==> config.mk <==
export PLATFORM = sky130hd
export DESIGN_NAME = lmd_queue
export DESIGN_NICKNAME = d
export VERILOG_FILES = /design/src/rtl/lmd_pkg.sv /design/src/rtl/lmd_queue.sv
export SDC_FILE = /design/constraint.sdc
export NUM_CORES = 1
export LEC_CHECK = 0
export ABC_AREA = 1
export BUFFER_PORTS_ARGS = -buffer_cell sky130_fd_sc_hd__buf_2
export CAP_MARGIN = 20
export CORE_MARGIN = 2
export CORE_UTILIZATION = 40
export CTS_CLUSTER_DIAMETER = 40
export DETAILED_ROUTE_END_ITERATION = 10
export GPL_TIMING_DRIVEN = 1
export PLACE_DENSITY = 0.59
export SYNTH_ARGS = -nofsm -noshare
export SYNTH_HDL_FRONTEND = slang
export SYNTH_SLANG_ARGS = --single-unit
==> constraint.sdc <==
create_clock -name aclk -period 5.8 [get_ports aclk]
set_input_delay 0.87 -clock aclk [delete_from_list [all_inputs] [get_ports aclk]]
set_output_delay 0.87 -clock aclk [all_outputs]
set_load 0.02 [all_outputs]
==> src/rtl/lmd_pkg.sv <==
// Shared types and constants for the label mode downsampler.
// No dependencies; used by every module of the block.
`default_nettype none

package lmd_pkg;

    localparam int MAX_WIDTH_DEF  = 512;
    localparam int MAX_FACTOR_DEF = 16;
    localparam int NUM_LABELS_DEF = 256;

    localparam logic [7:0]  IGNORE_LABEL = 8'd255;
    localparam logic [8:0]  COUNT_MAX    = 9'd511;
    localparam logic [12:0] HEIGHT_MAX   = 13'd4096;

    localparam logic [4:0]  FACTOR_RST = 5'd2;
    localparam logic [9:0]  WIDTH_RST  = 10'd512;
    localparam logic [12:0] HEIGHT_RST = 13'd512;

    // Per-column generation counter used to retire histogram bins without clearing them.
    localparam int EPOCH_W = 16;
    localparam int Q_DEPTH = 4;
    localparam int OC_W    = 12;

    typedef enum logic [1:0] {
        CFG_FACTOR = 2'd0,
        CFG_WIDTH  = 2'd1,
        CFG_HEIGHT = 2'd2
    } lmd_cfg_idx_t;

    typedef enum logic {
        FS_RECALC = 1'b0,
        FS_RUN    = 1'b1
    } lmd_front_state_t;

    typedef enum logic {
        BS_CLEAR = 1'b0,
        BS_RUN   = 1'b1
    } lmd_back_state_t;

    // Clamped configuration as seen by the datapath.
    typedef struct packed {
        logic [6:0]  f;
        logic [12:0] w;
        logic [12:0] h;
        logic [12:0] half;
    } lmd_cfg_t;

    // One classified pixel travelling from front to back.
    typedef struct packed {
        logic [7:0]      lab;
        logic [OC_W-1:0] oc;
        logic [11:0]     orow;
        logic            emit;
        logic            last;
    } lmd_item_t;

endpackage

`default_nettype wire

==> src/rtl/lmd_queue.sv <==
// Small FIFO that decouples the classifying front end from the histogram back end.
// Depends on lmd_pkg.
`default_nettype none

module lmd_queue (
    input  wire                aclk,
    input  wire                aresetn,
    input  wire                in_valid,
    output logic               in_ready,
    input  lmd_pkg::lmd_item_t in_item,
    output logic               out_valid,
    input  wire                out_ready,
    output lmd_pkg::lmd_item_t out_item
);

    localparam int PW = $clog2(lmd_pkg::Q_DEPTH);

    lmd_pkg::lmd_item_t slot_reg [lmd_pkg::Q_DEPTH];
    logic [PW-1:0] wr_reg, wr_next;
    logic [PW-1:0] rd_reg, rd_next;
    logic [PW:0]   cnt_reg, cnt_next;
    logic          push, pop;

    always_comb begin
        in_ready  = cnt_reg != (PW+1)'(lmd_pkg::Q_DEPTH);
        out_valid = cnt_reg != '0;
        out_item  = slot_reg[rd_reg];
        push      = in_valid && in_ready;
        pop       = out_valid && out_ready;
        wr_next   = push ? wr_reg + 1'b1 : wr_reg;
        rd_next   = pop ? rd_reg + 1'b1 : rd_reg;
        cnt_next  = cnt_reg + (PW+1)'(push) - (PW+1)'(pop);
    end

    always_ff @(posedge aclk) begin
        if (push) begin
            slot_reg[wr_reg] <= in_item;
        end
    end

    always_ff @(posedge aclk) begin
        if (!aresetn) begin
            wr_reg  <= '0;
            rd_reg  <= '0;
            cnt_reg <= '0;
        end else begin
            wr_reg  <= wr_next;
            rd_reg  <= rd_next;
            cnt_reg <= cnt_next;
        end
    end

endmodule

`default_nettype wire

After elaboration in Yosys (flattened, before gate mapping)
Memory sizes are Yosys's and may differ from the RTL's. A register that Yosys moved wholly into a read port is not among the register bits.
Cells that the tools add are included.

storage, ports and cells
  memories = 1
  bits in writable memories = 136
  word-level logic and storage cells = 16
  input bits = 38
  output and inout port bits = 36
  register bits after elaboration = 7

operators by class
  mux-type cells = 4
  add/sub/neg operators = 4
  reduce and logical (&&, ||, !) cells = 3
  equal/unequal tests = 1

memories
  name      depth  width  rd ports  clocked after Yosys merged registers in  wr ports  line             text
  slot_reg  4      34     1         1                                        1         lmd_queue.sv:18  lmd_pkg::lmd_item_t slot_reg [lmd_pkg::Q_DEPTH];

operators by type and width
  kind                                          count
  adder 2 x 1 -> 2 bit, second input constant   2
  two-way mux 2 bit                             2
  adder 3 x 1 -> 3 bit                          1
  inequality test 3 bit, second input constant  1
  nonzero test 3 bit                            1
  subtractor 3 x 1 -> 3 bit                     1
  logical AND 1 bit                             2
  two-way mux 1 bit                             2

Logic depth before layout (Yosys ltp)
Gate-level depths: netlist of the first run.

  depth after elaboration = 4
  gate-level depth with buffers = 10
  mapped depth without buffers = 10

Worst setup path after synthesis of the first run
Ideal clock, no wire load.

  path type = in2reg
  from = input port in_valid
  to = memory slot_reg[0][0] (netlist name), enable pin
  path slack = 2.937 ns
  setup time = 0.425 ns
  data required time = 5.375 ns
  stages on the path = 2
  arrival = 2.438 ns
  path buffers = 0
  cells stage by stage = nand2_1 -> nor2_1

on the way
  cells in the longest elaborated chain, start to end = 3

RTL lines
  element                                  line             text
  start: declaration                       lmd_queue.sv:8   input wire in_valid,
  logical AND 1 bit                        lmd_queue.sv:28  push = in_valid && in_ready;
  two-way mux 1 bit                        lmd_queue.sv:36  if (push) begin
  two-way mux 1 bit (implied by the code)  lmd_queue.sv:37  slot_reg[wr_reg] <= in_item;
  end: declaration                         lmd_queue.sv:18

No other way between the ends.

==> run summary, run 1 <==
Run status: finished clean
Simple-gate share of the synthesized area: 0.0723
Post-Syn Instances: 394
Max FFs per register: 136
Worst rel slew slack: 0.577
Fin area: 6920 um^2
Vias per cell: 5.03
Post-Route Setup TNS: 0 ns
Post-synthesis area per instance: 14.5 um^2
Share of cells above drive strength 1: 0.326
Seq cells post-synth: 145
Syn_nets: 439
Crit Path Category: flop to output pin
Switch share: 0.298
Pint: 2.32 mW
Adder-Cell Fraction of Synth Area: 0.0166
DRC: 0
Synth Area in Compound Gates: 0.125
Final Wtd Congestion: 0.689
Fin crit period: 3.35 ns
Vias in the first global route: 3248
Post-Synthesis Cell Area: 5720 um^2
Worst path required time: 4.93 ns
Mux share of post-synthesis cell area: 0
Net switching power figure: 984 uW
Sink Count: 145
Cts hold-fix bufs: 0
Sequential power share: 0.402
Die Wd: 124 um
Max Fanout on Critical Path: 68
RSZ-0062 raised after global routing: false
PortBufs: 73
Initial Util: 0.411
Root buf cell: clkbuf_16
Largest family of logic cells by synthesized area: compound AO/OA/AOI/OAI gates
Antenna violations before repair: 2
Clk Latency, worst-skew pair: 0.42 ns
Routed Antenna Nets: 0
Slew @ Worst Pin: 0.633 ns
Crit end category: output pin
Die area: 15300 um^2
1st-iter DRT viols: 211
Critical path startpoint category: flop
Worst R2R End: cnt_reg[2]
Maximum VDD drop: 0.256 mV
Global-route wire length before repair: 17.0 mm
Dpl cell area: 6210 um^2
Hold path startpoint: rd_reg[0]
PostCTS Resize Cnt: 0
Setup Fix Bufs, Post-CTS: 0
CTS tree: built
Final Skew: 0.00696 ns
# nets final: 516
Commonest non-fill, non-tap cell in the layout: edfxtp_1
Final setup fails: 0
Final hold vios: 0
P&R area growth vs syn: 20.8%
Worst endpoint data arrival time: 2.48 ns
Slew Limit Fails: 0
Total gr overflow: 0
Post-DP HPWL: 6.30 mm
Vias: 3343
Post-Synth XOR/XNOR Area: 0
Drt wl/cell: 16.7 um
Sequential-to-total area share from yosys stat: 0.745
FMAX: 0.299 GHz
Die Ht: 124 um
Largest net degree at the start of global routing: 69
Clock buffer depth: 2
Max H-tree Level: 4
RR Startpoint: cnt_reg[1]
Hold/Removal Path Class: flop to flop
Total CTS buffers: 17
DR pass1 iterations: 4
Crit share post-route: 0.577
Clk pwr share: 0.364
Clk slew on worst S/H paths: 0.05 ns
Yosys warning count: 0
Most frequent cells in the layout: 136 x edfxtp_1, 73 x buf_2, 64 x o21ai_0
Routed wire length: 11.1 mm
Leak pwr: 2.46 nW
GRT Overall Usage: 0.154
Cell variety after synth: 22
Reg2Reg Setup Slack: 3.44 ns
Worst-case reg-to-reg path depth: 10
Comb power frac: 0.234
Core area: 13900 um^2
Ports: 74
Hold depth: 2
Rows: 43
Power per Cell Area: 478 nW/um^2
Max-cap violations: 0
## through the flow
stage / worst slack (ns) / utilization / hold slack [ns] / power, mW / cells
2_1_floorplan: 2.94 / - / 0.448 / 1.91 / 394
3_3_place_gp: 2.93 / 0.446 / 0.470 / 2.11 / 630
3_5_place_dp: 2.88 / 0.446 / 0.475 / 2.13 / 630
4_1_cts: 2.42 / 0.493 / 0.489 / 3.33 / 662
5_1_grt: 2.23 / 0.496 / 0.524 / 3.46 / 665
6_report: 2.45 / 0.496 / 0.493 / 3.31 / 665
## worst max-delay path, cell delays in order, from the launching register on
cell     delay (ns)
dfxtp_2        0.73
buf_4          0.44
inv_6          0.26
o21ai_0        0.29
o22ai_2        0.11
buf_2          0.17
## synth_stat cells
master    instances  share of area
o21ai_1           5         0.0044
nand2_1          13         0.0085
o21ai_0          64          0.056
buf_2            12          0.010
ha_1              6          0.013
o22ai_2          20          0.044
nor2_1           60          0.039
o22ai_1          14          0.015
inv_2             1        0.00066
clkbuf_2          2         0.0017
nand3_1           3         0.0026
inv_6             1         0.0015
edfxtp_1        136           0.71
a21boi_0          2         0.0026
a21oi_1           4         0.0035
nor2_2           20          0.022
buf_6             2         0.0039
dfxtp_1           9          0.031
buf_4             2         0.0026
inv_1            14         0.0092
fa_1              1         0.0035
buf_12            3          0.010
## power groups by stage
| stage | clock network (mW) | logic, mW | registers (mW) |
|---|---|---|---|
| detailed placement | 0 | 0.772 | 1.35 |
| finish | 1.20 | 0.773 | 1.33 |
| global placement | 0 | 0.757 | 1.35 |
| global route | 1.27 | 0.852 | 1.34 |
| CTS | 1.22 | 0.774 | 1.33 |
| floorplan | 0 | 0.579 | 1.33 |
## area by class of cell
type | instances | area (um^2)
Antenna cell | 1 | 2.50
Clock buffer | 17 | 425
Inverter | 16 | 65.1
Sequential cell | 145 | 4270
Clock inverter | 15 | 240
Timing Repair Buffer | 79 | 435
Multi-Input combinational cell | 212 | 1260
Tap cell | 180 | 225
Fill cell | 1156 | 7020
## worst max path at each step
stage | startpoint | to | cells past startpoint
6_report | flop | out_item[20] | 5
5_1_grt | flop | out_item[28] | 5
4_1_cts | flop | out_item[27] | 5
3_5_place_dp | flop | out_item[27] | 5
3_3_place_gp | flop | out_item[28] | 5
2_1_floorplan | in_valid | slot_reg[0][0] | 2
## kinds of logic after synthesis
group,Yosys count
adders and majority gates,7
DFF,145
and+or+nand+nor,96
buffers and inverters,37
AOI/OAI and AO/OA,109
## per-layer routing
metal / vias to the layer above / GRT usage / wire length [um]
met3: 8 / 0.0467 / 648
met4: 2 / 0.0724 / 105
met1: 1638 / 0.191 / 4720
met2: 84 / 0.248 / 5630
met5: - / 0 / 12
li1: 1611 / - / -
Note: power is estimated with default switching activity, not from simulation.
==> inputs of run 2 (changes only) <==
Clock period 5.8 ns to 3.2 ns, I/O delays scaled along.
==> run 2 against run 1 <==
Count of clock-buffer cells in the layout increased by 3. Register-to-register slack got worse by 2.5 ns. Wire length up 4.2%. Cell area fell by 1.9%. Die area did not move. Worst hold slack worse by 0.21 ns. Largest cell class unchanged.
==> run summary, run 2 (synthesis gave the netlist of run 1 again) <==
Run status: finished clean
Ports: 74 (unchanged)
Routed wire length: 11.6 mm (+4.2%)
Reg2Reg Setup Slack: 0.91 ns (-2.53 ns)
Comb power frac: 0.252 (+0.018)
Sequential power share: 0.428 (+0.026)
Worst R2R End: cnt_reg[2]
Worst path required time: 2.72 ns (-2.21 ns)
CP endpoint: out_item[3]
Post-Route Setup TNS: 0 ns (unchanged)
Slew Limit Fails: 0 (unchanged)
DRC: 0 (unchanged)
Max Fanout on Critical Path: 43 (-37%)
Global-route wire length before repair: 17.6 mm (+3.7%)
Cts hold-fix bufs: 0 (unchanged)
Worst rel slew slack: 0.553 (-0.0239)
Slew @ Worst Pin: 0.669 ns (+0.0358 ns)
GRT Overall Usage: 0.160 (+0.00599)
Crit end category: output pin
Pint: 3.87 mW (+67%)
Final setup fails: 0 (unchanged)
Vias in the first global route: 3384 (+4.2%)
FMAX: 0.379 GHz
Commonest non-fill, non-tap cell in the layout: edfxtp_1
Core area: 13900 um^2 (unchanged)
1st-iter DRT viols: 290 (+37%)
Max FFs per register: 136 (unchanged)
Crit share post-route: 0.824
Maximum VDD drop: 0.472 mV (+84%)
Fin crit period: 2.64 ns
Clock buffer depth: 2 (unchanged)
Power per Cell Area: 828 nW/um^2 (+73%)
Fin cells: 665 (unchanged)
Final hold vios: 0 (unchanged)
Critical path startpoint category: flop
Die Ht: 124 um (unchanged)
Net switching power figure: 1.75 mW (+78%)
Crit Path Category: flop to output pin
Utilization after layout: 0.487 (-0.00943)
Initial Util: 0.411 (unchanged)
Drt wl/cell: 17.4 um (+4.2%)
Switch share: 0.311 (+0.0135)
RSZ-0062 raised after global routing: false
Hold/Removal Path Class: input port to flop
CTS tree: built
Max-cap violations: 0 (unchanged)
Worst-case reg-to-reg path depth: 10 (unchanged)
Worst endpoint data arrival time: 2.16 ns (-0.32 ns)
Routed Antenna Nets: 0 (unchanged)
Vias per cell: 5.09 (+1.3%)
Placed insts: 634 (+0.63%)
Final Skew: 0.00433 ns (-0.00263 ns)
Root buf cell: clkbuf_16
PortBufs: 73 (unchanged)
Largest net degree at the start of global routing: 69 (unchanged)
Clk Latency, worst-skew pair: 0.41 ns (about the same)
Max H-tree Level: 4 (unchanged)
Clk slew on worst S/H paths: 0.05 ns (about the same)
Leak pwr: 2.41 nW (-2.0%)
PostCTS Resize Cnt: 0 (unchanged)
Fillcell total: 1214 (+5.0%)
Antenna violations before repair: 2 (unchanged)
Setup Fix Bufs, Post-CTS: 0 (unchanged)
# nets final: 518 (+0.39%)
Die area: 15300 um^2 (unchanged)
Post-DP HPWL: 6.69 mm (+6.1%)
Final Wtd Congestion: 0.755 (+9.5%)
Most frequent cells in the layout: 136 x edfxtp_1, 73 x buf_2, 64 x o21ai_0
Share of cells above drive strength 1: 0.312 (-0.0145)
Rows: 43 (unchanged)
DR pass1 iterations: 4 (unchanged)
RR Startpoint: cnt_reg[1]
Total gr overflow: 0 (unchanged)
Vias: 3388 (+1.3%)
Die Wd: 124 um (unchanged)
Clk pwr share: 0.320 (-0.044)
Sink Count: 145 (unchanged)
P&R area growth vs syn: 18.5%
Total CTS buffers: 17 (unchanged)
run 2: cell count changes in the layout (fill, tap and decap cells not counted), sizes merged:
cell | previous run | this run
clkinv | 6 | 8
clkinvlp | 3 | 0
bufinv | 6 | 2
buf | 79 | 81
clkbuf | 17 | 20
run 2: worst max-delay path: stages, from the launching register on:
cell and delay, ns:
dfxtp_2 0.63, buf_4 0.48, o21ai_0 0.16, o22ai_1 0.25, buf_2 0.22
run 2: final cells by class:
type                            instances  area [um^2]  area share
Multi-Input combinational cell        212         1260       0.185
Sequential cell                       145         4270       0.629
Timing Repair Buffer                   81          438      0.0645
Antenna cell                            1         2.50    0.000369
Clock buffer                           20          437      0.0644
Tap cell                              180          225      0.0332
Clock inverter                         10         95.1      0.0140
Inverter                               16         65.1     0.00959
run 2: worst min-delay path by stage:
stage,start,to,slack (ns),cells after the start
final,in_item[4],slot_reg[3][4],0.28,1
after global routing,in_item[4],slot_reg[1][4],0.27,1
after CTS,in_item[9],slot_reg[1][9],0.27,1
after detailed placement,rd_reg[0],rd_reg[0],0.49,2
after global placement,rd_reg[0],rd_reg[0],0.47,2
after floorplan,rd_reg[0],flop,0.45,2
run 2: metrics by stage:
| step | instance area [um^2] | setup slack (ns) | total power [mW] | hold WS (ns) |
|---|---|---|---|---|
| after floorplan | 5720 | 0.444 | 3.46 | 0.448 |
| after global placement | 6250 | 0.981 | 3.85 | 0.468 |
| after detailed placement | 6250 | 0.917 | 3.88 | 0.490 |
| after CTS | 6780 | 0.532 | 5.68 | 0.269 |
| after global routing | 6790 | 0.387 | 5.90 | 0.269 |
| final | 6790 | 0.564 | 5.62 | 0.284 |
run 2: power groups by stage:
| stage | Sequential [mW] | Clock [mW] | Combinational [mW] |
|---|---|---|---|
| 2_1_floorplan | 2.41 | 0 | 1.05 |
| 3_3_place_gp | 2.44 | 0 | 1.41 |
| 3_5_place_dp | 2.44 | 0 | 1.44 |
| 4_1_cts | 2.40 | 1.83 | 1.44 |
| 5_1_grt | 2.43 | 1.90 | 1.57 |
| 6_report | 2.40 | 1.80 | 1.42 |
run 2: per-layer routing:
metal / global-route usage / vias to the layer above / wire length (um)
met1: 0.195 / 1679 / 4910
met5: 0 / - / 13
met3: 0.0549 / 17 / 633
li1: - / 1605 / -
met4: 0.0668 / 2 / 153
met2: 0.261 / 85 / 5870
