## src/rtl/lmd_pkg.sv

```systemverilog
// Shared types and constants for the label mode downsampler.
// No dependencies; used by every module of the block.
`default_nettype none

package lmd_pkg;

    localparam int MAX_WIDTH_DEF  = 512;
    localparam int MAX_FACTOR_DEF = 16;
    localparam int NUM_LABELS_DEF = 256;

    localparam logic [7:0]  IGNORE_LABEL = 8'd255;
    localparam logic [8:0]  COUNT_MAX    = 9'd511;
    localparam logic [12:0] HEIGHT_MAX   = 13'd4096;

    localparam logic [4:0]  FACTOR_RST = 5'd2;
    localparam logic [9:0]  WIDTH_RST  = 10'd512;
    localparam logic [12:0] HEIGHT_RST = 13'd512;

    // Per-column generation counter used to retire histogram bins without clearing them.
    localparam int EPOCH_W = 16;
    localparam int Q_DEPTH = 4;
    localparam int OC_W    = 12;

    typedef enum logic [1:0] {
        CFG_FACTOR = 2'd0,
        CFG_WIDTH  = 2'd1,
        CFG_HEIGHT = 2'd2
    } lmd_cfg_idx_t;

    typedef enum logic {
        FS_RECALC = 1'b0,
        FS_RUN    = 1'b1
    } lmd_front_state_t;

    typedef enum logic {
        BS_CLEAR = 1'b0,
        BS_RUN   = 1'b1
    } lmd_back_state_t;

    // Clamped configuration as seen by the datapath.
    typedef struct packed {
        logic [6:0]  f;
        logic [12:0] w;
        logic [12:0] h;
        logic [12:0] half;
    } lmd_cfg_t;

    // One classified pixel travelling from front to back.
    typedef struct packed {
        logic [7:0]      lab;
        logic [OC_W-1:0] oc;
        logic [11:0]     orow;
        logic            emit;
        logic            last;
    } lmd_item_t;

endpackage

`default_nettype wire

```

## src/rtl/lmd_front.sv

```systemverilog
// Front end: tracks the raster position and classifies each accepted pixel.
// Depends on lmd_pkg.
`default_nettype none

module lmd_front #(
    parameter int MAX_WIDTH  = lmd_pkg::MAX_WIDTH_DEF,
    parameter int MAX_FACTOR = lmd_pkg::MAX_FACTOR_DEF,
    parameter int NUM_LABELS = lmd_pkg::NUM_LABELS_DEF
) (
    input  wire                aclk,
    input  wire                aresetn,
    input  lmd_pkg::lmd_cfg_t  cfg,
    input  wire                cfg_write,
    input  wire                back_run,
    input  wire                s_valid,
    output logic               s_ready,
    input  wire [7:0]          s_label,
    output logic               push_valid,
    input  wire                push_ready,
    output lmd_pkg::lmd_item_t push_item
);

    localparam int CW = $clog2(MAX_WIDTH);
    localparam int FW = $clog2(MAX_FACTOR + 1);

    lmd_pkg::lmd_front_state_t state_reg, state_next;

    logic [CW-1:0] col_reg, col_next;
    logic [11:0]   row_reg, row_next;
    logic [FW-1:0] cin_reg, cin_next;
    logic [FW-1:0] rin_reg, rin_next;
    logic [CW-1:0] oc_reg, oc_next;
    logic [11:0]   orow_reg, orow_next;
    logic          colfit_reg, colfit_next;
    logic          rowfit_reg, rowfit_next;
    logic [CW-1:0] rc_reg, rc_next;
    logic [11:0]   rr_reg, rr_next;

    logic [12:0] col_x, row_x, f13;
    logic        col_wrap, row_wrap, cend, rend, counted, accept;
    logic        rc_more, rr_more;

    always_comb begin
        col_x    = 13'(col_reg);
        row_x    = 13'(row_reg);
        f13      = 13'(cfg.f);
        col_wrap = (col_x + 13'd1) >= cfg.w;
        row_wrap = (row_x + 13'd1) >= cfg.h;
        cend     = (7'(cin_reg) + 7'd1) == cfg.f;
        rend     = (7'(rin_reg) + 7'd1) == cfg.f;
        counted  = colfit_reg && rowfit_reg;
        rc_more  = 13'(rc_reg) >= f13;
        rr_more  = 13'(rr_reg) >= f13;

        // A configuration transfer takes priority over a pixel in the same cycle.
        s_ready    = (state_reg == lmd_pkg::FS_RUN) && back_run && push_ready && !cfg_write;
        accept     = s_valid && s_ready;
        push_valid = accept && counted;

        push_item.lab  = (9'(s_label) >= 9'(NUM_LABELS)) ? 8'(NUM_LABELS - 1) : s_label;
        push_item.oc   = lmd_pkg::OC_W'(oc_reg);
        push_item.orow = orow_reg;
        push_item.emit = cend && rend;
        push_item.last = ((col_x + 13'd1 + f13) > cfg.w) && ((row_x + 13'd1 + f13) > cfg.h);
    end

    always_comb begin
        state_next  = state_reg;
        col_next    = col_reg;
        row_next    = row_reg;
        cin_next    = cin_reg;
        rin_next    = rin_reg;
        oc_next     = oc_reg;
        orow_next   = orow_reg;
        colfit_next = colfit_reg;
        rowfit_next = rowfit_reg;
        rc_next     = rc_reg;
        rr_next     = rr_reg;

        if (cfg_write) begin
            // Position is kept; region counters are rebuilt by repeated subtraction.
            state_next = lmd_pkg::FS_RECALC;
            rc_next    = col_reg;
            rr_next    = row_reg;
            oc_next    = '0;
            orow_next  = '0;
        end else begin
            case (state_reg)
                lmd_pkg::FS_RECALC: begin
                    if (rc_more) begin
                        rc_next = rc_reg - CW'(cfg.f);
                        oc_next = oc_reg + 1'b1;
                    end
                    if (rr_more) begin
                        rr_next   = rr_reg - 12'(cfg.f);
                        orow_next = orow_reg + 12'd1;
                    end
                    if (!rc_more && !rr_more) begin
                        cin_next    = FW'(rc_reg);
                        rin_next    = FW'(rr_reg);
                        colfit_next = (col_x - 13'(rc_reg) + f13) <= cfg.w;
                        rowfit_next = (row_x - 13'(rr_reg) + f13) <= cfg.h;
                        state_next  = lmd_pkg::FS_RUN;
                    end
                end
                lmd_pkg::FS_RUN: begin
                    if (accept) begin
                        if (col_wrap) begin
                            col_next    = '0;
                            cin_next    = '0;
                            oc_next     = '0;
                            colfit_next = f13 <= cfg.w;
                            if (row_wrap) begin
                                row_next    = '0;
                                rin_next    = '0;
                                orow_next   = '0;
                                rowfit_next = f13 <= cfg.h;
                            end else begin
                                row_next = row_reg + 12'd1;
                                if (rend) begin
                                    rin_next    = '0;
                                    orow_next   = orow_reg + 12'd1;
                                    rowfit_next = (row_x + 13'd1 + f13) <= cfg.h;
                                end else begin
                                    rin_next = rin_reg + 1'b1;
                                end
                            end
                        end else begin
                            col_next = col_reg + 1'b1;
                            if (cend) begin
                                cin_next    = '0;
                                oc_next     = oc_reg + 1'b1;
                                colfit_next = (col_x + 13'd1 + f13) <= cfg.w;
                            end else begin
                                cin_next = cin_reg + 1'b1;
                            end
                        end
                    end
                end
                default: state_next = lmd_pkg::FS_RECALC;
            endcase
        end
    end

    always_ff @(posedge aclk) begin
        if (!aresetn) begin
            state_reg <= lmd_pkg::FS_RECALC;
        end else begin
            state_reg <= state_next;
        end
    end

    always_ff @(posedge aclk) begin
        if (!aresetn) begin
            col_reg    <= '0;
            row_reg    <= '0;
            cin_reg    <= '0;
            rin_reg    <= '0;
            oc_reg     <= '0;
            orow_reg   <= '0;
            colfit_reg <= 1'b0;
            rowfit_reg <= 1'b0;
            rc_reg     <= '0;
            rr_reg     <= '0;
        end else begin
            col_reg    <= col_next;
            row_reg    <= row_next;
            cin_reg    <= cin_next;
            rin_reg    <= rin_next;
            oc_reg     <= oc_next;
            orow_reg   <= orow_next;
            colfit_reg <= colfit_next;
            rowfit_reg <= rowfit_next;
            rc_reg     <= rc_next;
            rr_reg     <= rr_next;
        end
    end

endmodule

`default_nettype wire

```

## config.mk

```make
export PLATFORM = sky130hd
export DESIGN_NAME = lmd_front
export DESIGN_NICKNAME = d
export VERILOG_FILES = /design/src/rtl/lmd_pkg.sv /design/src/rtl/lmd_front.sv
export SDC_FILE = /design/constraint.sdc
export NUM_CORES = 1
export LEC_CHECK = 0
export BUFFER_PORTS_ARGS = -buffer_cell sky130_fd_sc_hd__buf_2
export CAP_MARGIN = 20
export CORE_ASPECT_RATIO = 0.5
export CORE_MARGIN = 1
export CORE_UTILIZATION = 40
export CTS_CLUSTER_DIAMETER = 100
export DETAILED_ROUTE_END_ITERATION = 12
export HOLD_SLACK_MARGIN = 0.03
export SLEW_MARGIN = 20
export SYNTH_ARGS = -nofsm -noshare
export SYNTH_HDL_FRONTEND = slang
export SYNTH_SLANG_ARGS = --single-unit
export TNS_END_PERCENT = 100
```

## constraint.sdc

```tcl
create_clock -name aclk -period 6.4 [get_ports aclk]
set_input_delay 1.28 -clock aclk [delete_from_list [all_inputs] [get_ports aclk]]
set_output_delay 1.28 -clock aclk [all_outputs]
set_load 0.02 [all_outputs]
```

Word-level counts from Yosys, hierarchy flattened
Index checks and enable logic that the tools add are counted.
Operators by class
  add/sub/neg operators: 18
  $lt $le $gt $ge: 12
  eq/ne operators: 10
  muxes and demuxes: 43
  bitwise logic cells: 3
  reductions and logical operators: 25
Operators with widths (count)
  2-to-1 mux 12 bit: 9
  2-to-1 mux 9 bit: 8
  2-to-1 mux 5 bit: 9
  less-or-equal comparator 13 bit: 3
  adder 13 x 7 -> 13 bit: 2
  greater-or-equal comparator 13 bit: 2
  > comparator 13 bit: 2
  less-or-equal comparator 7 x 13 -> 1 bit: 2
  adder 12 x 1 -> 12 bit (second input constant): 2
  case mux 12 bit (2 select lines): 1
  case mux 5 bit (2 select lines): 2
  adder 9 x 1 -> 9 bit (second input constant): 2
  case mux 9 bit (2 select lines): 1
  AND reduction 4 bit: 4
  equality test 6 x 7 -> 1 bit: 2
  adder 12 x 1 -> 13 bit (second input constant): 1
  less-or-equal comparator 11 x 13 -> 1 bit: 1
  subtractor 12 x 12 -> 13 bit: 1
  adder 5 x 1 -> 6 bit (second input constant): 2
  greater-or-equal comparator 12 x 7 -> 1 bit: 1
  subtractor 12 x 7 -> 12 bit: 1
  adder 10 x 7 -> 11 bit: 1
  adder 10 x 8 -> 11 bit: 1
  2-to-1 mux 1 bit: 11
  17 further kinds: 40
Word-level totals
  bits in registers: 76
  output and inout bits: 36
  word-level logic and storage cells: 122

Depth between registers and ports, before layout
Gate-level depths: netlist of the first run.
  depth in word-level cells: 8
  gate-level depth with buffers: 20

Worst setup path after synthesis of the first run
OpenSTA, ideal clock, no wires.
  path kind: input to output
  start point: input port cfg[40] (netlist bit)
  end point: output port push_item[0] (netlist bit)
  arrival time: 4.376 ns
  data required time: 5.120 ns
  slack: 0.744 ns
  stages: 15
  path buffers: 0
  path through: inv_1 > fa_1 > nor2b_1 > o21ai_0 > a21boi_0 > o21ai_0 > a21boi_0 > o21ai_0 > xnor2_1 > ha_1 > nand4_1 > nor3_1 > o21ai_0 > a22oi_1 > nor3b_1
RTL lines
  from (decl): RTL line lmd_front.sv:12  | input lmd_pkg::lmd_cfg_t cfg,
  to (decl): RTL line lmd_front.sv:20  | output lmd_pkg::lmd_item_t push_item

==> results of run 1 <==
metal layers:
layer | GRT usage (%) | wire [microns] | part of all wire [%]
met2 | 36.0 | 11300 | 43
met4 | 4.48 | 248 | 0.95
met5 | 0 | 0 | 0
met1 | 31.3 | 13200 | 51
met3 | 3.37 | 1300 | 5.0
power groups by stage:
stage	clock network, mW	registers (mW)	logic [mW]
final	0.522	0.519	0.781
after CTS	0.532	0.519	0.777
after global routing	0.553	0.522	0.880
after detailed placement	0	0.529	0.770
after global placement	0	0.529	0.749
after floorplan	0	0.522	0.618
cell type report:
class                           instances  area [sq um]  share of cell area, %
Clock buffer                            9           225                   2.23
Clock inverter                          7          76.3                  0.757
Inverter                              104           390                   3.87
Multi-Input combinational cell        925          7090                   70.3
Sequential cell                        76          1520                   15.1
Tap cell                              300           375                   3.72
Timing Repair Buffer                   75           405                   4.02
how the worst max path moves through the flow:
| stage | startpoint | slack, ns | cells past startpoint | end |
|---|---|---|---|---|
| after floorplan | cfg[40] | 0.74 | 15 | push_item[0] |
| after global placement | cfg[39] | 0.18 | 18 | push_item[0] |
| after detailed placement | cfg[39] | 0.1 | 18 | push_item[0] |
| after CTS | cfg[39] | 0.09 | 18 | push_item[0] |
| after global routing | cfg[39] | 0.03 | 18 | push_item[0] |
| final | cfg[39] | 0.34 | 20 | push_item[0] |
kinds of logic after synthesis:
family / Yosys count / share of synthesized area, %
AOI/OAI and AO/OA: 300 / 23.0
xor gates and xnor gates: 89 / 8.54
adders and majority gates: 170 / 24.1
buffers and inverters: 144 / 6.81
DFF: 76 / 16.5
muxes: 5 / 0.543
other: 1 / 0.0407
and+or+nand+nor: 357 / 20.4
placed cells by master, fill, tap and decap left out, drive strengths merged, types with 5 or more instances in the layout:
master and n:
o21a 21, a21o 21, nor2b 15, fa 13, o211ai 12, a21oi 80
and2 7, ha 157, nand3 42, and4 6, inv 110, o21ai 56
xnor2 56, nor4 11, nand4 15, a21boi 9, o31ai 6, nor3b 10
or3 9, buf 75, o22ai 7, o211a 8, clkbuf 9, nor2 83
xor2 33, nand3b 8, dfxtp 76, mux2i 5, a31oi 5, nor3 32
a211oi 22, a32o 9, nand2 82, nand2b 7, and3 23
metrics by stage:
step                utilization (%)  cell area, sq um  worst slack, ns
CTS                            45.6             10100           0.0893
global placement               44.2              9770            0.181
floorplan                         -              9230            0.744
detailed placement             44.2              9770           0.0956
global route                   45.6             10100           0.0344
finish                         45.6             10100            0.341
worst max-delay path, cell delays in order:
cell and delay [ns]:
buf_2 0.12, buf_4 0.21, ha_1 0.19, inv_1 0.05
fa_1 0.40, nor2b_1 0.12, o21ai_0 0.11, a21boi_1 0.21
o21ai_0 0.13, a21boi_0 0.26, o21ai_0 0.14, xnor2_1 0.17
ha_1 0.30, o21ai_0 0.08, nor2_1 0.06, o211ai_1 0.16
nand2_1 0.07, a32oi_1 0.43, nor3b_1 0.11, buf_2 0.18
==> results.md, run 1 <==
- Die area: 23700 sq um
- Total power: ~1.8 mW
- Post-DR wirelength/cell: around 17 microns
- Min Tclk post-route: 6.06 ns
- Hold EP: rowfit_reg
- Slew headroom: around a third
- Vias in the first global route: 8021
- Fin Setup TNS: 0 ns
- Final setup violation count: 0
- Clock power frac: 28.7%
- Postcts setup bufs: 0
- Power density over cell area: approximately 180 nW/um^2
- H-tree depth: 3
- Die width: 217 microns
- Hold wc startpoint: rowfit_reg
- # fillers: between 2000 and 2500
- Hold Slack: between 0.4 and 0.5 ns
- Top-Level Pins: 96
- Startpoint Class: input pin
- Mean Syn Cell Area: 8.07 sq um
- 1st-iter DRT viols: 555
- Switch share: 39.4%
- # clock sinks: 76
- I/O Buffers: 63
- Reg2Reg Depth: 19
- Top FF cell, synth: dfxtp_1
- Via/cell ratio: 5.61
- Comb power frac: between 40% and 50%
- Via count: 8397
- R2R Setup Slk: 1.62 ns
- Main area contributors after synthesis: ha_1, dfxtp_1, xnor2_1
- Total global routing overflow: 0
- Area Overhead vs Synth: 9.45%
- Outcome: completed
- Share of the synthesized area in the top cell type: a little over a fifth
- EDFF count, synth: 0
- Hold_buf cts: 0
- Global Route Usage Sum: 22.2%
- Synth Cell Area: 9220 sq um
- Initial Util: a little over two fifths
- Seq/Total Area, Yosys: 16.5%
- Sequential power share: 28.5%
- Crit-path max FO: 8
- Reg2reg end: colfit_reg
- Synth top cells by count: ha_1, inv_1, nand2_1
- Core Footprint: roughly 22000 sq um
- Overall routed net length: 26000 microns
- Hold Vio Cnt, Final: 0
- Non-Filler Instances: between 1000 and 1500
- Peak supply drop: 0.104 mV
- Largest net degree at the start of global routing: 33
- RSZ-0062 raised after global routing: no
- Final Slew Violations: 0
- DR pass1 iterations: 5
- Crit Path Class: in2out
- FF+latch count, synth: 76
- Fin nets: 1421
- P_leak: 4.61 nW
- Element type at the critical path end: output port
- Drt drc: 0
- CTS Buf Count: 9
- Clock Latency Late Sink: 0.35 ns
- Internal: 1.10 mW
- Resize count post-CTS: 0
- Max Cap Viol: 0
- Layout cells sized above 1: 11.7%
- CTS max path bufs: 2
- WP data required: roughly 5.1 ns
- RR Startpoint: rc_reg[1]
- Max Fclk: about 170 MHz
- Slew @ Worst Pin: 0.992 ns
- Distinct cells, synth: 93
- Hold Path Depth: 2
- CTS root buf: clkbuf_16
- Post-synthesis cell count: roughly 1100
- GP Congestion: 0.853
- Routed Antenna Nets: 0
- Switch Pwr: 718 uW
- Post-DP HPWL: around 21000 microns
- CTS tree: done
- Dpl cells: 1480
- Global-route wire length before repair: 42000 microns
- Yosys warns: 0
- Diode count: 0
- Largest area contributor in the netlist: ha_1
- Clock transition at the registers of the reported paths: 0.07 ns
- Standard-cell rows: 38
- Number of antenna violations at the first check in global routing: 0
- Arr. time, crit path: 4.78 ns
- Clock Skew: 0.0123 ns
- Die extent in y: around 110 microns
- Fin crit share: 94.7%
- Top-count cell post-synth: ha_1
- Ys async rst share: 0%
- Worst Hold Class: reg2reg
No activity file was read; power rests on OpenSTA's default activity.
==> inputs of run 2 (changes only) <==
--- a/config.mk
+++ b/config.mk
@@ -10,9 +10,10 @@
 export CORE_ASPECT_RATIO = 0.5
 export CORE_MARGIN = 1
 export CORE_UTILIZATION = 40
-export CTS_CLUSTER_DIAMETER = 100
+export CTS_CLUSTER_DIAMETER = 150
 export DETAILED_ROUTE_END_ITERATION = 12
 export HOLD_SLACK_MARGIN = 0.03
+export REMOVE_ABC_BUFFERS = 1
 export SLEW_MARGIN = 20
 export SYNTH_ARGS = -nofsm -noshare
 export SYNTH_HDL_FRONTEND = slang
==> run 2 against run 1 <==
- sequential share of layout area decreased by 0.060 points
- via count about the same
- clock power increased by 2%
- largest power group unchanged
- critical path depth unchanged
- worst setup slack improved by 0.017 ns
- cell area increased by 0.40%
- critical endpoint unchanged
- combinational power about the same
- largest cell class unchanged
==> results.md, run 2 (synthesis results as in run 1) <==
- CTS Buf Count: 9
- Hold Vio Cnt, Final: 0
- DR pass1 iterations: 5
- Final setup violation count: 0
- R2R Setup Slk: 1.56 ns
- Final Slew Violations: 0
- Crit Path Class: in2out
- Cells along the critical path: buf_2 -> buf_4 -> ha_1 -> inv_1 -> fa_1 -> nor2b_1 -> o21ai_0 -> a21boi_0 -> o21ai_0 -> a21boi_0 -> o21ai_0 -> xnor2_1 -> ha_1 -> o21ai_0 -> nor2_1 -> o211ai_1 -> nand2_1 -> a32oi_1 -> nor3b_1 -> buf_2
- P_leak: 4.63 nW
- Clock Latency Late Sink: roughly 0.34 ns
- Element type at the critical path end: output port
- Post-DP HPWL: 20100 microns
- Global-route wire length before repair: 41900 microns
- Arr. time, crit path: about 4.8 ns
- Initial Util: about two fifths
- # clock sinks: 76
- Fin crit share: 94.4%
- Via count: 8389
- CTS max path bufs: 2
- Total global routing overflow: 0
- Standard-cell rows: 38
- 1st-iter DRT viols: 464
- CTS tree: done
- Die extent in y: 109 microns
- Critical path's slowest cell: fa_1
- RSZ-0062 raised after global routing: no
- Fin Setup TNS: 0 ns
- Core Footprint: approximately 22000 sq um
- Die area: 23700 sq um
- Power density over cell area: 181 nW/um^2
- Die width: 217 microns
- Most common cell after layout, fill and taps aside: ha_1
- Area Overhead vs Synth: 9.88%
- Number of antenna violations at the first check in global routing: 0
- Clock Skew: around 0.011 ns
- Crit-path max cell delay: approximately 0.4 ns
- Largest net degree at the start of global routing: 34
- Vias in the first global route: 8196
- I/O Buffers: 63
- Max Fclk: 166 MHz
- Peak supply drop: 0.123 mV
- Worst Hold Class: reg2reg
- Overall routed net length: 25600 microns
- Top-Level Pins: 96
- Clock transition at the registers of the reported paths: 0.07 ns
- Fin nets: between 1000 and 1500
- Outcome: completed
- Most frequent cells in the layout: ha_1, inv_1, nand2_1
- Global Route Usage Sum: ~22%
- GP Congestion: 0.906
- Routed Antenna Nets: 0
- Min Tclk post-route: 6.04 ns
- Crit-path max FO: 8
- Via/cell ratio: 5.59
- CTS root buf: clkbuf_16
- Total power: around 1.8 mW
- Slew @ Worst Pin: 0.899 ns
- Slew headroom: 40.1%
- WP data required: 5.12 ns
- Layout cells sized above 1: 12.1%
- Startpoint Class: input pin
- Drt drc: 0
- Diode count: 0
- Post-DR wirelength/cell: 17.0 microns
- H-tree depth: 3
- Max Cap Viol: 0
- Crit path top cell by count: o21ai_0
run 2: critical path, delay by kind of cell:
| kind | cells | cell delay, ns |
|---|---|---|
| AOI/OAI and AO/OA | 8 | 1.51 |
| xor gates and xnor gates | 1 | 0.17 |
| adders and majority gates | 3 | 0.90 |
| buffers and inverters | 4 | 0.54 |
| and+or+nand+nor | 4 | 0.37 |
run 2: power by group:
group | total [mW] | switching [mW] | leakage (nW) | internal [mW]
Clock | 0.534 | 0.225 | 0.147 | 0.308
Sequential | 0.515 | 0.0223 | 0.617 | 0.493
Combinational | 0.783 | 0.449 | 3.86 | 0.334
Total | 1.83 | 0.696 | 4.63 | 1.14
run 2: metal layers:
metal | vias up | GRT usage [%] | routed length (microns)
met5 | - | 0 | 0
met4 | 0 | 4.83 | 268
met3 | 20 | 4.09 | 1310
met2 | 179 | 36.8 | 11300
met1 | 3950 | 30.3 | 12700
li1 | 4240 | - | -
run 2: what timing repair did:
item | 4_1_cts | 5_1_grt
gates resized for setup | 0 | 5
setup buffers | 0 | 0
endpoints found under the setup margin | 0 | 1
hold buffers | 0 | 0
run 2: cell type report:
| class | instances | area (sq um) |
|---|---|---|
| Clock buffer | 9 | 225 |
| Timing Repair Buffer | 79 | 435 |
| Fill cell | 2184 | 12000 |
| Clock inverter | 7 | 81.3 |
| Inverter | 104 | 390 |
| Multi-Input combinational cell | 925 | 7100 |
| Sequential cell | 76 | 1520 |
| Tap cell | 300 | 375 |
run 2: final timing paths:
check | start | to | cells past startpoint
setup reg to reg | rc_reg[1] | colfit_reg | 19
setup / recovery | cfg[39] | push_item[0] | 20
hold / removal | rowfit_reg | rowfit_reg | 2
hold reg to reg | rowfit_reg | rowfit_reg | 2
run 2: stage by stage:
| step | instances | hold slack, ns | util, % | worst slack [ns] | cell area [sq um] |
|---|---|---|---|---|---|
| 3_5_place_dp | 1484 | 0.473 | 44.3 | 0.144 | 9800 |
| 4_1_cts | 1500 | 0.488 | 45.7 | 0.138 | 10100 |
| 6_report | 1500 | 0.485 | 45.8 | 0.358 | 10100 |
| 2_1_floorplan | 1105 | 0.430 | - | 0.744 | 8990 |
| 5_1_grt | 1500 | 0.503 | 45.8 | 0.0264 | 10100 |
| 3_3_place_gp | 1484 | 0.465 | 44.3 | 0.197 | 9800 |
==> inputs of run 3 (changes only) <==
--- a/config.mk
+++ b/config.mk
@@ -5,13 +5,13 @@
 export SDC_FILE = /design/constraint.sdc
 export NUM_CORES = 1
 export LEC_CHECK = 0
-export BUFFER_PORTS_ARGS = -buffer_cell sky130_fd_sc_hd__buf_2
 export CAP_MARGIN = 20
 export CORE_ASPECT_RATIO = 0.5
 export CORE_MARGIN = 1
 export CORE_UTILIZATION = 40
 export CTS_CLUSTER_DIAMETER = 150
 export DETAILED_ROUTE_END_ITERATION = 12
+export DONT_BUFFER_PORTS = 1
 export HOLD_SLACK_MARGIN = 0.03
 export REMOVE_ABC_BUFFERS = 1
 export SLEW_MARGIN = 20
==> run 3 against run 2 <==
- sequential share of layout area rose by 0.58 points
- wire length decreased by 3.7%
- cell count decreased by 4.7%
- power down 0.59%
- worst setup slack got worse by 0.044 ns
- count of clock-buffer cells in the layout did not move
- utilization shrank 1.7 points
- die area stayed put
- combinational power fell by 5.4%
- register-to-register slack got worse by 0.11 ns
- first-iteration DRC count up 34%
- highest routed layer unchanged
==> results.md, run 3 (synthesis results as in run 1) <==
- Outcome: completed
- Met3 Use GR: under 10%
- Crit path top cell by count: o21ai_0
- H-tree depth: 3
- P_leak: around 4.3 nW
- Dpl cells: 1413
- CTS root buf: clkbuf_16
- Initial Util: a little over two fifths
- Crit-path max cell delay: roughly 0.4 ns
- Element type at the critical path end: output port
- Worst path bufs/invs: 2
- Postcts setup bufs: 0
- Power density over cell area: 187 nW/um^2
- Crit Path Class: in2out
- Layout cells sized above 1: 6.20%
- Slew @ Worst Pin: 0.947 ns
- Grt met2 use: 35.3%
- CTS Buf Count: 9
- Clock Skew: a little under 0.01 ns
- Cells along the critical path: ha_1 -> inv_1 -> fa_1 -> nor2b_1 -> o21ai_0 -> a21boi_0 -> o21ai_0 -> a21boi_1 -> o21ai_0 -> xnor2_1 -> ha_1 -> nand4_1 -> nor3_1 -> o21ai_0 -> a22oi_1 -> nor3b_1 -> buf_4
- DR pass1 iterations: 5
- GP Congestion: 0.843
- Clock transition at the registers of the reported paths: 0.06 ns
- Peak supply drop: approximately 0.12 mV
- Fin nets: 1354
- Final setup violation count: 0
- CP delay by family, top: compound AO/OA/AOI/OAI gates
- Standard-cell rows: 38
- Core Footprint: 22100 sq um
- Slew headroom: 36.8%
- Largest net degree at the start of global routing: 33
- Die area: 23700 sq um
- Min Tclk post-route: 6.09 ns
- Total global routing overflow: 0
- Top Usage Layer GRT: met2
- Vias in the first global route: between 7000 and 8000
- Fin crit share: 95.1%
- Hold Vio Cnt, Final: 0
- Global Route Usage Sum: 21.0%
- Non-Filler Instances: between 1000 and 1500
- CTS max path bufs: 2
- Most common cell after layout, fill and taps aside: ha_1
- # clock sinks: 76
- Crit-path max FO: 9
- Routed Antenna Nets: 0
- I/O Buffers: 0
- Clock Latency Late Sink: 0.35 ns
- Worst Hold Class: reg2reg
- Final Slew Violations: 0
- Max Cap Viol: 0
- Via/cell ratio: 5.71
- 1st-iter DRT viols: ~620
- Top-Level Pins: 96
- Post-place setup slack: about 0.28 ns
- Hold_buf cts: 0
- WP data required: 5.12 ns
- Die extent in y: 109 microns
- RSZ-0062 raised after global routing: no
- Fin Setup TNS: 0 ns
- Arr. time, crit path: 4.81 ns
- # fillers: 2223
- Post-DR wirelength/cell: 17.2 microns
- Drt drc: 0
- Area Overhead vs Synth: 5.78%
- Diode count: 0
- Critical path's slowest cell: fa_1
- Max Fclk: between 150 and 200 MHz
- Global-route wire length before repair: roughly 40000 microns
- Met1 Track Usage GR: 28.7%
- Startpoint Class: input pin
- Overall routed net length: 24600 microns
- Final worst-path setup slack: approximately 0.31 ns
- Most frequent cells in the layout: ha_1, inv_1, nand2_1
- Number of antenna violations at the first check in global routing: 0
- Post-DP HPWL: 19300 microns
- Die width: ~220 microns
- Via count: about 8200
- CTS tree: done
-- run 3: per-stage QoR --
| step | utilization (%) | hold WS (ns) | area (sq um) | total power [mW] |
|---|---|---|---|---|
| floorplan | - | 0.430 | 8990 | 1.11 |
| global placement | 42.6 | 0.444 | 9430 | 1.24 |
| detailed placement | 42.6 | 0.451 | 9430 | 1.26 |
| CTS | 44.1 | 0.461 | 9750 | 1.83 |
| global route | 44.1 | 0.491 | 9750 | 1.95 |
| finish | 44.1 | 0.454 | 9750 | 1.82 |
-- run 3: final cells by class --
class / instances / area [sq um] / share of cell area [%]
multi-input cells: 925 / 7080 / 72.6
clock buffers: 9 / 225 / 2.31
repair buffers: 8 / 60.1 / 0.616
flip-flops and latches: 76 / 1520 / 15.6
clock inverters: 7 / 98.8 / 1.01
well taps: 300 / 375 / 3.85
inverters: 104 / 390 / 4.00
-- run 3: timing repair --
item | 4_1_cts | 5_1_grt
endpoints found under the setup margin | 0 | 1
hold endpoints to repair | 0 | 0
resized for setup | 0 | 1
-- run 3: path summary, 6_finish.rpt --
kind,start,to,slack (ns),cells past startpoint
setup / recovery,cfg[39],push_item[0],0.31,17
hold / removal,rowfit_reg,rowfit_reg,0.45,2
setup reg to reg,rc_reg[1],colfit_reg,1.45,19
hold reg to reg,rowfit_reg,rowfit_reg,0.45,2
-- run 3: worst reg2reg max path, stage by stage (launching register included) --
cell and delay [ns]:
dfxtp_1 0.47, inv_1 0.13, ha_1 0.28, nor2b_1 0.13
o21a_1 0.19, o31ai_1 0.31, nor2b_1 0.21, xnor2_1 0.16
ha_1 0.29, a21oi_1 0.15, o21ai_0 0.15, a21o_1 0.23
a31oi_1 0.30, ha_1 0.33, nand4_1 0.19, a21oi_1 0.06
a2111oi_0 0.65, o31ai_1 0.18, o311a_1 0.18, a311oi_1 0.26
-- run 3: metal layers --
metal / share of wire (%) / vias to the layer above
met3: 4.2 / 19
met4: 1.3 / 0
met1: 49 / 3855
met5: 0 / -
met2: 45 / 187
li1: - / 4102
-- run 3: power by group --
| part | switching (mW) | total [mW] | internal (mW) |
|---|---|---|---|
| logic | 0.420 | 0.741 | 0.321 |
| registers | 0.0261 | 0.519 | 0.493 |
| clock network | 0.217 | 0.560 | 0.344 |
